### src/rtl/tws_pkg.sv
// Shared types, codes and helpers for the three-wire serial master.
`timescale 1ns / 1ps
`default_nettype none

package tws_pkg;

  localparam int unsigned TickW    = 8;
  localparam int unsigned ByteW    = 8;
  localparam int unsigned ShiftW   = 16;
  localparam int unsigned BitIdxW  = 5;
  localparam int unsigned CmdW     = 2;
  localparam int unsigned ApbAddrW = 3;
  localparam int unsigned ApbDataW = 32;

  localparam logic [BitIdxW-1:0] TotalBits = BitIdxW'(16);
  localparam logic [BitIdxW-1:0] ReadBits  = BitIdxW'(8);
  localparam logic [ByteW-1:0]   ReadFlag  = ByteW'(8'h01);

  localparam logic [TickW-1:0] SetupTicksRst = TickW'(32);
  localparam logic [TickW-1:0] HalfTicksRst  = TickW'(8);

  // command codes
  localparam logic [CmdW-1:0] CMD_NONE  = 2'd0;
  localparam logic [CmdW-1:0] CMD_WRITE = 2'd1;
  localparam logic [CmdW-1:0] CMD_READ  = 2'd2;

  // register indexes (paddr word select)
  localparam logic REG_SETUP_TICKS = 1'b0;
  localparam logic REG_HALF_TICKS  = 1'b1;

  typedef enum logic [4:0] {
    PH_IDLE  = 5'b00001,
    PH_SETUP = 5'b00010,
    PH_HIGH  = 5'b00100,
    PH_LOW   = 5'b01000,
    PH_HOLD  = 5'b10000
  } phase_t;

  typedef struct packed {
    logic [TickW-1:0] setup_ticks;
    logic [TickW-1:0] half_ticks;
  } cfg_t;

  typedef struct packed {
    logic             chip_enable;
    logic             serial_clock;
    logic             io_out;
    logic             io_drive;
    logic             busy;
    logic             done;
    logic [ByteW-1:0] read_data;
  } pins_t;

  // remaining-tick count for a stretch; zero acts as one
  function automatic logic [TickW-1:0] load_count(input logic [TickW-1:0] ticks);
    logic [TickW-1:0] res;
    res = (ticks == '0) ? '0 : ticks - TickW'(1);
    return res;
  endfunction

endpackage

`default_nettype wire

### src/rtl/tws_engine.sv
// Transfer sequencer: state registers and next-state/pin logic for one tick.
`timescale 1ns / 1ps
`default_nettype none

module tws_engine (
  input  wire logic                      clk,
  input  wire logic                      rst,
  input  wire logic                      advance,
  input  wire tws_pkg::cfg_t             cfg,
  input  wire logic [tws_pkg::CmdW-1:0]  command,
  input  wire logic [tws_pkg::ByteW-1:0] address,
  input  wire logic [tws_pkg::ByteW-1:0] write_data,
  input  wire logic                      io_in,
  output tws_pkg::pins_t                 pins_next
);
  import tws_pkg::*;

  phase_t              phase, phase_next;
  logic [BitIdxW-1:0]  bit_index, bit_index_next;
  logic [ShiftW-1:0]   out_shift, out_shift_next;
  logic [ByteW-1:0]    in_shift, in_shift_next;
  logic [TickW-1:0]    tick_count, tick_count_next;
  logic                is_read, is_read_next;
  logic                done;
  logic                sampling;
  logic                in_frame;

  // read bits are sampled on the way into the clock-high stretch
  assign sampling = is_read && (bit_index >= ReadBits);

  always_comb begin
    phase_next      = phase;
    bit_index_next  = bit_index;
    out_shift_next  = out_shift;
    in_shift_next   = in_shift;
    tick_count_next = tick_count;
    is_read_next    = is_read;
    done            = 1'b0;

    case (phase)
      PH_SETUP: begin
        if (tick_count == '0) begin
          if (sampling) in_shift_next = {io_in, in_shift[ByteW-1:1]};
          phase_next      = PH_HIGH;
          tick_count_next = load_count(cfg.half_ticks);
        end else begin
          tick_count_next = tick_count - TickW'(1);
        end
      end
      PH_HIGH: begin
        if (tick_count == '0) begin
          out_shift_next  = out_shift >> 1;
          bit_index_next  = bit_index + BitIdxW'(1);
          phase_next      = PH_LOW;
          tick_count_next = load_count(cfg.half_ticks);
        end else begin
          tick_count_next = tick_count - TickW'(1);
        end
      end
      PH_LOW: begin
        if (tick_count == '0) begin
          if (bit_index >= TotalBits) begin
            phase_next      = PH_HOLD;
            tick_count_next = load_count(cfg.setup_ticks);
          end else begin
            if (sampling) in_shift_next = {io_in, in_shift[ByteW-1:1]};
            phase_next      = PH_HIGH;
            tick_count_next = load_count(cfg.half_ticks);
          end
        end else begin
          tick_count_next = tick_count - TickW'(1);
        end
      end
      PH_HOLD: begin
        if (tick_count == '0) begin
          phase_next = PH_IDLE;
          done       = 1'b1;
        end else begin
          tick_count_next = tick_count - TickW'(1);
        end
      end
      default: begin
        phase_next = PH_IDLE;
        if (command inside {CMD_WRITE, CMD_READ}) begin
          is_read_next    = (command == CMD_READ);
          out_shift_next  = (command == CMD_READ)
                          ? {{(ShiftW-ByteW){1'b0}}, address | ReadFlag}
                          : {write_data, address};
          bit_index_next  = '0;
          phase_next      = PH_SETUP;
          tick_count_next = load_count(cfg.setup_ticks);
        end
      end
    endcase
  end

  // pin levels follow the updated state
  assign in_frame = (phase_next == PH_SETUP) || (phase_next == PH_HIGH)
                 || (phase_next == PH_LOW);

  always_comb begin
    pins_next.chip_enable  = in_frame;
    pins_next.serial_clock = (phase_next == PH_HIGH);
    if (((phase_next == PH_HIGH) || (phase_next == PH_LOW)) && is_read_next
        && (bit_index_next >= ReadBits)) begin
      pins_next.io_drive = 1'b0;
      pins_next.io_out   = 1'b0;
    end else begin
      pins_next.io_drive = 1'b1;
      pins_next.io_out   = in_frame & out_shift_next[0];
    end
    pins_next.busy      = (phase_next != PH_IDLE);
    pins_next.done      = done;
    pins_next.read_data = (done && is_read_next) ? in_shift_next : '0;
  end

  always_ff @(posedge clk) begin
    if (rst) begin
      phase      <= PH_IDLE;
      bit_index  <= '0;
      out_shift  <= '0;
      in_shift   <= '0;
      tick_count <= '0;
      is_read    <= 1'b0;
    end else if (advance) begin
      phase      <= phase_next;
      bit_index  <= bit_index_next;
      out_shift  <= out_shift_next;
      in_shift   <= in_shift_next;
      tick_count <= tick_count_next;
      is_read    <= is_read_next;
    end
  end

  // at most sixteen bits, bit zero at the start of setup, all bits before hold
  a_bit_index_range: assert property (@(posedge clk) disable iff (rst)
    bit_index <= TotalBits)
    else $error("bit index past end of frame");
  a_idle_starts_setup: assert property (@(posedge clk) disable iff (rst)
    advance && (phase == PH_IDLE) && (phase_next != PH_IDLE) |=>
      (phase == PH_SETUP) && (bit_index == '0))
    else $error("transfer did not start in setup");
  a_hold_after_frame: assert property (@(posedge clk) disable iff (rst)
    (phase == PH_HOLD) |-> (bit_index == TotalBits))
    else $error("hold entered before all bits clocked");

endmodule

`default_nettype wire

### src/rtl/three_wire_serial_master_core.sv
// Top level of the three-wire serial master: handshake, result register, APB registers.
`timescale 1ns / 1ps
`default_nettype none

//  channel  | handshake                  | payload
//  ---------+----------------------------+-----------------------------------------
//  in       | in_valid / in_ready        | command, address, write_data, io_in
//  out      | out_valid / out_ready      | chip_enable, serial_clock, io_out,
//           |                            | io_drive, busy_res, done_res, read_data
//  config   | psel/penable/pwrite/pready | paddr, pwdata, prdata
//
// Each item is one pin tick: the sequencer state and the pin levels for that
// tick are updated at the accepting edge and the result sits in the output
// register from the next cycle on.
// in_ready is high whenever the output register is empty or being taken,
// so one item per cycle is sustained while out_ready stays high.
// A stall on the output side freezes the sequencer; pin timing is counted in
// accepted items, not in clock cycles.
// Reset puts the sequencer in idle and loads the tick registers with 32 and 8.

module three_wire_serial_master_core (
  input  wire logic                         clk,
  input  wire logic                         rst,
  // input items
  input  wire logic                         in_valid,
  output logic                              in_ready,
  input  wire logic [tws_pkg::CmdW-1:0]     command,
  input  wire logic [tws_pkg::ByteW-1:0]    address,
  input  wire logic [tws_pkg::ByteW-1:0]    write_data,
  input  wire logic                         io_in,
  // result items
  output logic                              out_valid,
  input  wire logic                         out_ready,
  output logic                              chip_enable,
  output logic                              serial_clock,
  output logic                              io_out,
  output logic                              io_drive,
  output logic                              busy_res,
  output logic                              done_res,
  output logic [tws_pkg::ByteW-1:0]         read_data,
  // configuration
  input  wire logic                         psel,
  input  wire logic                         penable,
  input  wire logic                         pwrite,
  input  wire logic [tws_pkg::ApbAddrW-1:0] paddr,
  input  wire logic [tws_pkg::ApbDataW-1:0] pwdata,
  output logic [tws_pkg::ApbDataW-1:0]      prdata,
  output logic                              pready
);
  import tws_pkg::*;

  cfg_t  cfg;
  pins_t pins_next;
  pins_t pins;
  logic  in_take;
  logic  cfg_write;
  logic  reg_sel;

  // ---- configuration registers -------------------------------------------
  assign pready    = 1'b1;
  assign reg_sel   = paddr[2];
  assign cfg_write = psel && penable && pwrite && pready;

  always_ff @(posedge clk) begin
    if (rst) begin
      cfg.setup_ticks <= SetupTicksRst;
      cfg.half_ticks  <= HalfTicksRst;
    end else if (cfg_write) begin
      case (reg_sel)
        REG_SETUP_TICKS: cfg.setup_ticks <= pwdata[TickW-1:0];
        REG_HALF_TICKS:  cfg.half_ticks  <= pwdata[TickW-1:0];
        default: ;
      endcase
    end
  end

  always_comb begin
    case (reg_sel)
      REG_SETUP_TICKS: prdata = {{(ApbDataW-TickW){1'b0}}, cfg.setup_ticks};
      REG_HALF_TICKS:  prdata = {{(ApbDataW-TickW){1'b0}}, cfg.half_ticks};
      default:         prdata = '0;
    endcase
  end

  // ---- item handshake ------------------------------------------------------
  assign in_ready = !out_valid || out_ready;
  assign in_take  = in_valid && in_ready;

  tws_engine u_engine (
    .clk        (clk),
    .rst        (rst),
    .advance    (in_take),
    .cfg        (cfg),
    .command    (command),
    .address    (address),
    .write_data (write_data),
    .io_in      (io_in),
    .pins_next  (pins_next)
  );

  // result register
  always_ff @(posedge clk) begin
    if (rst) begin
      out_valid <= 1'b0;
    end else if (in_take) begin
      out_valid <= 1'b1;
    end else if (out_ready) begin
      out_valid <= 1'b0;
    end
  end

  always_ff @(posedge clk) begin
    if (in_take) pins <= pins_next;
  end

  assign chip_enable  = pins.chip_enable;
  assign serial_clock = pins.serial_clock;
  assign io_out       = pins.io_out;
  assign io_drive     = pins.io_drive;
  assign busy_res     = pins.busy;
  assign done_res     = pins.done;
  assign read_data    = pins.read_data;

  // ---- checks --------------------------------------------------------------
  a_done_not_busy: assert property (@(posedge clk) disable iff (rst)
    out_valid && done_res |-> !busy_res && !chip_enable)
    else $error("done flagged while still busy");
  a_clock_in_frame: assert property (@(posedge clk) disable iff (rst)
    out_valid && serial_clock |-> chip_enable && busy_res)
    else $error("serial clock outside chip enable");
  a_released_quiet: assert property (@(posedge clk) disable iff (rst)
    out_valid && !io_drive |-> !io_out && chip_enable)
    else $error("released data pin outside a read frame");
  a_read_only_on_done: assert property (@(posedge clk) disable iff (rst)
    out_valid && (read_data != '0) |-> done_res)
    else $error("read data shown without done");

endmodule

`default_nettype wire

### config.mk
export PLATFORM = sky130hd
export DESIGN_NAME = three_wire_serial_master_core
export DESIGN_NICKNAME = d
export VERILOG_FILES = /design/src/rtl/tws_pkg.sv /design/src/rtl/tws_engine.sv /design/src/rtl/three_wire_serial_master_core.sv
export SDC_FILE = /design/constraint.sdc
export NUM_CORES = 1
export LEC_CHECK = 0
export BUFFER_PORTS_ARGS = -buffer_cell sky130_fd_sc_hd__buf_2
export CAP_MARGIN = 20
export CELL_PAD_IN_SITES_DETAIL_PLACEMENT = 1
export CELL_PAD_IN_SITES_GLOBAL_PLACEMENT = 1
export CORE_AREA = 5 5 108 110
export DETAILED_ROUTE_END_ITERATION = 8
export DIE_AREA = 0 0 113 115
export PLACE_DENSITY = 0.92
export SYNTH_ARGS = -nofsm -noshare
export SYNTH_HDL_FRONTEND = slang
export SYNTH_SLANG_ARGS = --single-unit
### constraint.sdc
create_clock -name clk -period 6.1 [get_ports clk]
set_input_delay 0.305 -clock clk [delete_from_list [all_inputs] [get_ports clk]]
set_output_delay 0.305 -clock clk [all_outputs]
set_load 0.02 [all_outputs]
# Word-level counts from Yosys, hierarchy flattened
# Cells that the tools add are included.
[totals]
register_bits = 74
out_inout_bits = 49
wordCells = 100
inputBits = 61
[op_classes]
eq_ne = 12
n_bitwise = 3
mux = 35
order_cmp = 3
reduce_logical = 26
addsub = 4
[ops]
columns = ["cell", "count"]
rows = [
  ["2-to-1 mux 8 bit", 11],
  ["case mux 32 bit (2 select lines)", 1],
  ["2-to-1 mux 16 bit", 3],
  ["2-to-1 mux 5 bit", 7],
  ["case mux 16 bit (2 select lines)", 1],
  ["zero test 8 bit", 3],
  ["case mux 8 bit (3 select lines)", 1],
  ["subtractor 8 x 1 -> 8 bit, second input constant", 3],
  ["case mux 5 bit (4 select lines)", 1],
  ["case mux 8 bit (2 select lines)", 1],
  ["== test 5 x 2 -> 1 bit, second input constant", 2],
  ["== test 5 x 3 -> 1 bit, second input constant", 2],
  ["== test 5 x 4 -> 1 bit, second input constant", 2],
  [">= comparator 5 x 4 -> 1 bit, second input constant", 2],
  ["case mux 5 bit (2 select lines)", 1],
  ["logical AND 1 bit", 7],
  ["2-to-1 mux 1 bit", 7],
  ["nonzero test 2 bit", 3],
  ["adder 5 x 1 -> 5 bit, second input constant", 1],
  ["== test 5 bit, second input constant", 1],
  [">= comparator 5 bit, second input constant", 1],
  ["!= test 5 x 1 -> 1 bit, second input constant", 1],
  ["logical OR 1 bit", 4],
  ["AND reduction 2 bit", 2],
  ["14 further kinds", 15],
]

# Depth between registers and ports, before layout
# Gate-level depths: netlist of run 1.
[depth]
ltp_word = 9
mapped_depth = 9
mapped_depth_nobuf = 8

# Modules after synthesis
# Synthesis of run 1 repeated with hierarchy kept, for this count alone.
[unflattened]
cells_unflattened = 523
area_unflattened_um2 = 4580.6
[modules_own_cells]
columns = ["mod", "area_each_um2", "instances", "cells_per_inst", "seq_area_each_um2"]
rows = [
  ["tws_engine", 3108.0, 1, 402, 860.8],
  ["three_wire_serial_master_core", 1472.7, 1, 121, 760.7],
]

# Worst setup path before layout of run 1
# Ideal clock, no wire load.
[synth_path]
kind = "register -> register"
startpoint = "register u_engine.tick_count[0]"
endpoint = "register pins (netlist bit io_out) (data pin)"
arrival_time_ps = 2024
path_slack_ps = 3821
path_stages_with_launch = 10
setup_time_ps = 255
required_ps = 5845
period_less_slack_ps = 2279
path_buffers = 1
path_cell_list = "dfxtp_1 -> inv_1 -> ha_1 -> or4b_4 -> nor2_1 -> buf_2 -> o32ai_1 -> a22oi_1 -> nand2_1 -> and3_1"
[synth_between]
elab_chain_cells = 7
word_cells_on_any_way = 20
cone_classes = "order compare: 1; eq/ne: 3; mux: 9; bitwise: 1; reduce/logical: 6"
[synth_rtl]
columns = ["item", "line_no", "text"]
rows = [
  ["start: declaration", "tws_engine.sv:22", "logic [TickW-1:0] tick_count, tick_count_next;"],
  ["start signal: assignment", "tws_engine.sv:130", "tick_count <= tick_count_next;"],
  ["zero test 8 bit *", "n/a", ""],
  ["2-to-1 mux 5 bit (on tied branches)", "n/a", ""],
  ["case mux 5 bit (4 select lines)", "tws_engine.sv:40", "case (phase)"],
  ["== test 5 x 2 -> 1 bit (tied with other cells)", "tws_engine.sv:98", "assign in_frame = (phase_next == PH_SETUP) || (phase_next == PH_HIGH)"],
  ["logical OR 1 bit (on tied branches)", "tws_engine.sv:98, tws_engine.sv:104", ""],
  ["logical OR 1 bit / logical AND 1 bit (equally long branches)", "tws_engine.sv:99, tws_engine.sv:104", ""],
  ["AND 1 bit / logical AND 1 bit (equally long branches)", "tws_engine.sv:110, tws_engine.sv:105", ""],
  ["end signal: assignment", "three_wire_serial_master_core.sv:113", "if (in_take) pins <= pins_next;"],
  ["end: declaration", "three_wire_serial_master_core.sv:54", "pins_t pins;"],
]
# Mark *: on every way between the ends. The rest lies on a longest branch, timed or not. The select of a mux whose other input is x is not followed.
# A chain may end at the register's enable or synchronous reset.

# Worst setup path in the final report of run 1
# Same ends and word-level chain as after synthesis.

==> results of run 1 <==
-- worst reg2reg max path, cell delays in order (launching register included) --
cell and delay (ns):
dfxtp_1 0.36, inv_1 0.14, ha_1 0.28, or4b_4 0.54, nor2_1 0.89, nor2_1 0.15, o22ai_1 0.33, o211ai_1 0.21
and3_1 0.21
-- synth_stat cells (all sizes together), types with 4 or more instances --
cell	n	area, µm²
nor2	69	259
ha	8	100
mux2	8	90.1
a22oi	11	82.6
xor2	5	43.8
a21oi	39	195
and3	4	25.0
nand2b	4	25.0
dfxtp	60	1200
a221oi	9	85.1
nand4	5	37.5
edfxtp	14	420
nand2	59	221
o21a	6	45.0
inv	13	48.8
o21ai	20	100
nand3	8	45.0
or3	8	50.1
nor2b	4	25.0
o211ai	6	45.0
xnor2	6	52.6
mux2i	20	200
a22o	7	61.3
buf	37	259
nor3	25	130
a211oi	8	65.1
clkbuf	21	78.8
o32ai	4	35.0
-- worst max path at each step --
stage | slack [ns] | end | depth (start not counted) | from
CTS | 2.83 | read_data[6] | 7 | u_engine.tick_count[0]
finish | 2.77 | io_out | 8 | u_engine.tick_count[0]
global placement | 3.00 | read_data[6] | 7 | u_engine.tick_count[0]
floorplan | 3.82 | io_out | 9 | u_engine.tick_count[0]
global route | 2.64 | read_data[6] | 7 | u_engine.tick_count[0]
detailed placement | 2.84 | read_data[6] | 7 | u_engine.tick_count[0]
-- kinds of logic after synthesis --
logic type      count (synthesis)
xor+xnor                       11
buf+inv                        71
other cells                     2
compound gates                140
simple gates                  207
mux                            28
flops                          74
fa+ha+maj                       8
-- through the flow --
step | instance area, µm² | setup slack (ns)
final | 4960 | 2.77
after global routing | 4960 | 2.64
after CTS | 4950 | 2.83
after detailed placement | 4720 | 2.84
after global placement | 4720 | 3.00
after floorplan | 4560 | 3.82
-- flip-flops by register name, summed over array words and instances (netlist names) --
| signal | count |
|---|---|
| chip_enable | 1 |
| out_valid | 1 |
| io_drive | 1 |
| u_engine.bit_index | 5 |
| done_res | 1 |
| u_engine.tick_count | 8 |
| u_engine.is_read | 1 |
| u_engine.phase | 5 |
| u_engine.in_shift | 8 |
| read_data | 8 |
| busy_res | 1 |
| io_out | 1 |
| u_engine.out_shift | 16 |
| serial_clock | 1 |
| cfg | 16 |
-- report_power, final --
part | switching (mW) | internal, mW
combinational | 0.147 | 0.0763
clock | 0.207 | 0.246
sequential | 0.0226 | 0.520
-- routing by layer --
layer	up-vias	GRT usage [%]	wire length, µm
li1	1984	-	-
met1	2120	24.6	5650
met2	112	35.7	6690
met3	24	2.16	514
met4	0	9.38	308
met5	-	0	0
-- layout make-up --
cell class                      count  area (µm²)  area share (%)
Clock buffer                       10         138            2.77
Clock inverter                      6        95.1            1.92
Inverter                           13        48.8           0.984
Multi-Input combinational cell    419        2550            51.4
Sequential cell                    74        1620            32.7
Tap cell                          140         175            3.53
Timing Repair Buffer               64         333            6.71
==> reports/metrics.yaml, run 1 <==
outcome: "completed"
synth.area.mux_share_pct: 6.49
hold_buffers: 0
worstPathMaxFanout: 14
fmax_ghz: 0.300
final-instance-count-excl-fill: 726
fin_crit_sh_pct: 54.6
drt_wl_total_um: 13200
syn2layout_area_growth_pct: 10.9
antenna_found_initial: 0
via_per_inst: 5.84
clk_pin_slew_worst_paths_ns: 0.09
fin_util_pct: 46.8
reg2reg_depth: 8
core-area_mm2: 0.0106
dp_hpwl_um: 9240
synth_edf_count: 14
whs_path_depth: 3
grt_pass1_vias: 4288
critical_path.top_delay_family: "simple AND/OR/NAND/NOR gates"
fin_hold_ws_ns: 0.185
crit_type: "reg2reg"
die_h_um: 115
drc: 0
finalSetupViolCount: 0
rr_endpoint: "io_out"
synth_top_family_by_area: "simple AND/OR/NAND/NOR gates"
nFillCells: 1302
io_pins: 110
min_to: "cfg[7]"
cts_resized: 0
crit_buf_inv: 1
synth_seq_cells: 74
die-area_mm2: 0.0130
place_inst: 708
report.final.slew_viol_count: 0
clk_latency_ns: 0.37
power_density_mw_per_mm2: 246
firstDrtPassIters: 4
crit_arrival_ns: 3.47
finalHoldViolCount: 0
post_cts_buffers: 0
synth-compound-area-share_pct: 21.5
wire_per_inst_um: 18.1
gp_congestion: 0.873
die_w_um: 113
yosysWarningCount: 0
syn_avg_cell_area_um2: 8.27
end_kind: "flip-flop"
drt_iter0_markers: 282
n_antenna_cell: 0
cts_buffer_depth: 2
final_common_cell: "nor2_1"
synth_area_mm2: 0.00447
grt-ovfl-total: 0
p_total_mw: 1.22
path_common_cell: "nor2_1"
clock_skew_ns: 0.0126
cp_cell_sequence: "inv_1, ha_1, or4b_4, nor2_1, nor2_1, o22ai_1, o211ai_1, and3_1"
root_buffer: "clkbuf_8"
slowest_stage: "nor2_1"
num_vias: 4240
std_cell_rows: 38
rsz0062_at_grt: "no"
slew_headroom_pct: 24.3
numCtsBuffers: 9
r2r_slack_ns: 2.77
fin_nets: 650
synthCells: 541
p_leak_nw: 2.02
detail-route-antenna-nets: 0
cp.required_ns: 6.23
start_kind: "flip-flop"
synthAdderAreaFrac_pct: 2.24
grt_usage_pct: 20.2
fin_tns_setup_ns: 0
yosys.area_share.simple_pct: 22.6
async_flop_share_pct: 0
cp_slowest_stage_delay_ns: 0.89
final_cell_mix: "nor2_1 (69), dfxtp_1 (60), nand2_1 (59), buf_2 (58), a21oi_1 (39)"
timing.rr.start: "u_engine.tick_count[0]"
grt_start_max_net_pins: 45
hp-start: "pwdata[7]"
start_util_pct: 42.2
seq_area_frac_synth_pct: 36.3
cts_sinks: 74
grt_pass1_wl_um: 21300
drive_gt1_share_pct: 16.7
fin_crit_ns: 3.33
cts_tree: "built"
worstHoldPathType: "in2reg"
ir_drop_mv: 0.112
synth_top_flop_cell: "dfxtp_1"
max_slew.worst_pin.slew_ns: 1.13
htreeDepth: 3
synth_cell_type_count: 64
maxCapViolCount: 0
io_buffers: 58
yosys.area_share.xor_xnor_pct: 2.15
(Power assumes the default switching activity.)
==> run 2, diff against run 1 <==
Settings changed: CORE_AREA 5 5 108 110 to 5 5 114 116, DIE_AREA 0 0 113 115 to 0 0 119 121, PLACE_DENSITY 0.92 to 0.84.
Clock period 6.1 ns to 3.25 ns, I/O delays scaled along.
==> run 2 against run 1 <==
Net effect: non-clock buffer count increased by 8; first-iteration DRC count is 29% lower; register-to-register slack got worse by 2.3 ns; largest cell class unchanged; flip-flop and latch count stayed put; clock power increased by 130%; critical path depth down 2; count of clock-buffer cells in the layout is 1 lower; sequential share of layout area fell by 0.94 points; clock skew is 0.0054 ns lower; cell count increased by 2.1%; design area rose by 3.0%; fmax is 21% higher; largest power group is now clock.
==> reports/metrics.yaml, run 2 (synthesis results as in run 1) <==
numCtsBuffers: 9
start_kind: "flip-flop"
fin_tns_setup_ns: 0
clk_latency_ns: 0.34
grt-ovfl-total: 0
fin_crit_sh_pct: 84.9
slew_headroom_pct: 32.1
report.final.slew_viol_count: 0
std_cell_rows: 40
crit_arrival_ns: 2.85
htreeDepth: 3
drive_gt1_share_pct: 17.8
start_util_pct: 37.9
drt_iter0_markers: 201
p_leak_nw: 2.09
io_pins: 110
wire_per_inst_um: 18.0
cts_buffer_depth: 2
nFillCells: 1452
clk_pin_slew_worst_paths_ns: 0.07
maxCapViolCount: 0
n_antenna_cell: 0
detail-route-antenna-nets: 0
final_cell_mix: "nor2_1 (69), dfxtp_1 (60), nand2_1 (59), buf_2 (58), a21oi_1 (39)"
gp_congestion: 0.863
fin_nets: 658
crit_type: "reg2reg"
io_buffers: 58
num_vias: 4242
die-area_mm2: 0.0144
drc: 0
hold_buffers: 0
clock_skew_ns: 0.00717
dp_slack_ns: 0.478
cts_tree: "built"
grt_usage_pct: 18.6
max_slew.worst_pin.slew_ns: 1.01
end_kind: "flip-flop"
cp.required_ns: 3.34
ir_drop_mv: 0.222
firstDrtPassIters: 4
worst_slack_ns: 0.490
reg.largest.list: "cfg: 16 flops, u_engine.out_shift: 16 flops"
cts_sinks: 74
die_h_um: 121
final_common_cell: "nor2_1"
rsz0062_at_grt: "no"
grt_pass1_wl_um: 22000
r2r_slack_ns: 0.49
cts_resized: 0
outcome: "completed"
via_per_inst: 5.72
dp_hpwl_um: 9410
finalSetupViolCount: 0
drt_wl_total_um: 13300
finalHoldViolCount: 0
root_buffer: "clkbuf_16"
grt_pass1_vias: 4373
worstHoldPathType: "in2reg"
syn2layout_area_growth_pct: 14.2
die_w_um: 119
fin_crit_ns: 2.76
core-area_mm2: 0.0118
fin_util_pct: 43.2
antenna_found_initial: 0
fmax_ghz: 0.362
grt_start_max_net_pins: 44
worstPathMaxFanout: 14
power_density_mw_per_mm2: 489
post_cts_buffers: 0
run 2: power breakdown:
part	switching (mW)	total, mW	leakage (nW)	internal [mW]
clock	0.433	1.04	0.145	0.608
combinational	0.281	0.437	1.32	0.157
sequential	0.0423	1.02	0.625	0.978
run 2: cell type report:
class / instances / area (µm²) / area share, %
Multi-Input combinational cell: 419 / 2550 / 49.9
Clock inverter: 7 / 82.6 / 1.62
Sequential cell: 74 / 1620 / 31.7
Timing Repair Buffer: 72 / 395 / 7.74
Tap cell: 147 / 184 / 3.60
Clock buffer: 9 / 225 / 4.41
Inverter: 13 / 48.8 / 0.955
run 2: per-stage QoR:
stage | std cells | hold slack, ns | area, µm² | power (mW)
floorplan | 564 | 0.284 | 4560 | 1.36
global placement | 724 | 0.411 | 4790 | 1.44
detailed placement | 724 | 0.415 | 4790 | 1.47
CTS | 740 | 0.0625 | 5100 | 2.51
global route | 741 | 0.0700 | 5110 | 2.61
finish | 741 | 0.0640 | 5110 | 2.50
run 2: worst max-delay path, cell delays in order (launching register included):
cell	delay [ns]
dfxtp_1	0.63
nor2_1	0.18
and3_1	0.34
nor4_4	0.56
mux2_2	0.42
nand2_1	0.27
nor2_1	0.10
run 2: final timing paths:
| check | start | endpoint | cells past startpoint |
|---|---|---|---|
| worst max register to register | u_engine.phase[2] | read_data[6] | 6 |
| worst min-delay path | in_valid | out_valid | 3 |
| worst max-delay path | u_engine.phase[2] | read_data[6] | 6 |
| worst min register to register | u_engine.out_shift[15] | u_engine.out_shift[15] | 2 |
run 2: per-layer routing:
metal  track usage (%)  share of wire (%)  up-vias  routed length, µm
li1                  -                  -     2014                  -
met2              32.3                 51      116               6760
met4              6.73                1.9        0                247
met1              22.9                 43     2092               5740
met5                 0                  0        -                  0
met3              3.36                4.3       20                577
==> run 3, diff against run 2 <==
Settings changed: CORE_AREA 5 5 114 116 to 5 5 118 120, DIE_AREA 0 0 119 121 to 0 0 123 125, PLACE_DENSITY 0.84 to 0.82.
Clock period 3.25 ns to 2.4 ns, I/O delays scaled along.
==> run 3 against run 2 <==
Net effect: power is 44% higher; hold slack got worse by 0.047 ns; first-iteration DRC count increased by 6.5%; global-route usage down 0.083 points; wire length grew 6.2%.
==> reports/metrics.yaml, run 3 (synthesis results as in run 1) <==
root_buffer: "clkbuf_16"
fmax_ghz: 0.429
die-area_mm2: 0.0154
power_density_mw_per_mm2: 650
nFillCells: 1542
fin_tns_setup_ns: 0
worstHoldPathType: "in2reg"
antenna_found_initial: 0
power_frac_seq_pct: 38.3
grt_usage_pct: 18.5
io_buffers: 58
place_inst: 787
io_pins: 110
power.share.clock_pct: 42.1
finalHoldViolCount: 0
p_total_mw: 3.60
numCtsBuffers: 9
p_leak_nw: 2.31
hp-start: "pwdata[5]"
cts_sinks: 74
std_cell_rows: 42
cts_tree: "built"
grt-ovfl-total: 0
cp.required_ns: 2.50
slowest_stage: "or4_1"
report.final.slew_viol_count: 0
worst_slack_ns: 0.0702
gp_congestion: 0.868
ir_drop_mv: 0.360
reg2reg_depth: 6
finalSetupViolCount: 0
clk_latency_ns: 0.34
dp_hpwl_um: 10200
final_cell_mix: "nor2_1 (68), nand2_1 (59), buf_2 (58), dfxtp_1 (57), buf_4 (48)"
num_vias: 4382
switchingPower_mw: 1.05
clock_skew_ns: 0.00400
die_h_um: 125
crit_type: "reg2reg"
end_kind: "flip-flop"
p_comb_share_pct: 19.6
power.internal_mw: 2.56
clk_pin_slew_worst_paths_ns: 0.06
timing.rr.start: "u_engine.phase[0]"
crit_buf_inv: 0
detail-route-antenna-nets: 0
grt_pass1_wl_um: 23100
firstDrtPassIters: 5
maxCapViolCount: 0
start_kind: "flip-flop"
wire_per_inst_um: 17.6
dp_slack_ns: -0.107
cp_cell_sequence: "or2_2, or4_1, a21boi_0, o22ai_2, o211ai_1, and3_1"
final_common_cell: "nor2_1"
min_to: "cfg[13]"
fin_crit_sh_pct: 97.1
worstPathMaxFanout: 9
r2r_slack_ns: 0.07
max_slew.worst_pin.slew_ns: 0.699
rsz0062_at_grt: "yes"
cts_buffer_depth: 2
cp-startpoint: "u_engine.phase[0]"
drc: 0
slew_headroom_pct: 53.4
cp_slowest_stage_delay_ns: 0.48
htreeDepth: 3
whs_path_depth: 3
rr_endpoint: "io_out"
n_antenna_cell: 0
final-instance-count-excl-fill: 806
fin_nets: 694
grt_pass1_vias: 4540
swShare_pct: 29.0
grt_start_max_net_pins: 37
crit_arrival_ns: 2.43
die_w_um: 123
critical_path.top_delay_family: "simple AND/OR/NAND/NOR gates"
fin_crit_ns: 2.33
via_per_inst: 5.44
outcome: "completed"
drt_wl_total_um: 14200
reg.largest.list: "cfg: 16 flops, u_engine.out_shift: 16 flops"
start_util_pct: 34.7
drive_gt1_share_pct: 25.6
core-area_mm2: 0.0129
fin_hold_ws_ns: 0.0169
syn2layout_area_growth_pct: 24.0
drt_iter0_markers: 214
==> run 3: cell types whose count changed in the layout (fill, tap and decap cells not counted), moves of 2 or more <==
cell,change
dfxtp_2,+3
buf_6,+2
o21ai_2,+2
dfxtp_1,-3
inv_2,+2
a221oi_2,+6
buf_4,+34
clkinv_4,+2
a221oi_1,-6
inv_1,-2
clkinvlp_4,-2
==> run 3: repair_timing <==
item / 4_1_cts / 5_1_grt
gates cloned: 0 / 1
hold buffers: 0 / 0
setup buffers: 0 / 2
setup endpoints to repair: 32 / 33
pin swaps: 1 / 4
hold endpoints to repair: 0 / 0
resized for setup: 5 / 23
==> run 3: layout make-up <==
type                            instances  area, µm²  area share (%)
Timing Repair Buffer                  108        673            12.1
Clock inverter                          6       95.1            1.71
Clock buffer                           10        239            4.31
Tap cell                              176        220            3.97
Inverter                               13       48.8           0.880
Sequential cell                        74       1630            29.3
Multi-Input combinational cell        419       2650            47.7
==> run 3: how the worst max path moves through the flow <==
stage | to | slack (ns) | cells past startpoint
floorplan | io_out | 0.12 | 9
global placement | io_out | -0.04 | 10
detailed placement | io_out | -0.11 | 10
CTS | io_out | 0.006 | 10
global route | u_engine.bit_index[4] | -0.04 | 10
finish | io_out | 0.07 | 6
==> run 3: routing by layer <==
metal	GRT usage [%]	share of wire, %	vias up
li1	-	-	2083
met1	23.0	42	2140
met2	31.2	51	134
met3	3.75	5.1	25
met4	7.10	2.1	0
met5	0	0	-
==> run 3: per-stage QoR <==
step | utilization, % | area [µm²]
after floorplan | - | 4560
after global placement | 39.5 | 5080
after detailed placement | 39.5 | 5080
after CTS | 42.3 | 5440
after global routing | 43.1 | 5550
final | 43.1 | 5550
==> run 3: tightest hold or removal path: stages <==
cell and delay, ns:
buf_2 0.09, nand2_1 0.04, nand3b_1 0.07
==> run 3: power by group through the flow <==
stage / combinational [mW] / sequential (mW) / clock [mW]
4_1_cts: 0.673 / 1.38 / 1.55
2_1_floorplan: 0.436 / 1.40 / 0
3_5_place_dp: 0.656 / 1.40 / 0
6_report: 0.705 / 1.38 / 1.52
5_1_grt: 0.768 / 1.39 / 1.61
3_3_place_gp: 0.631 / 1.40 / 0
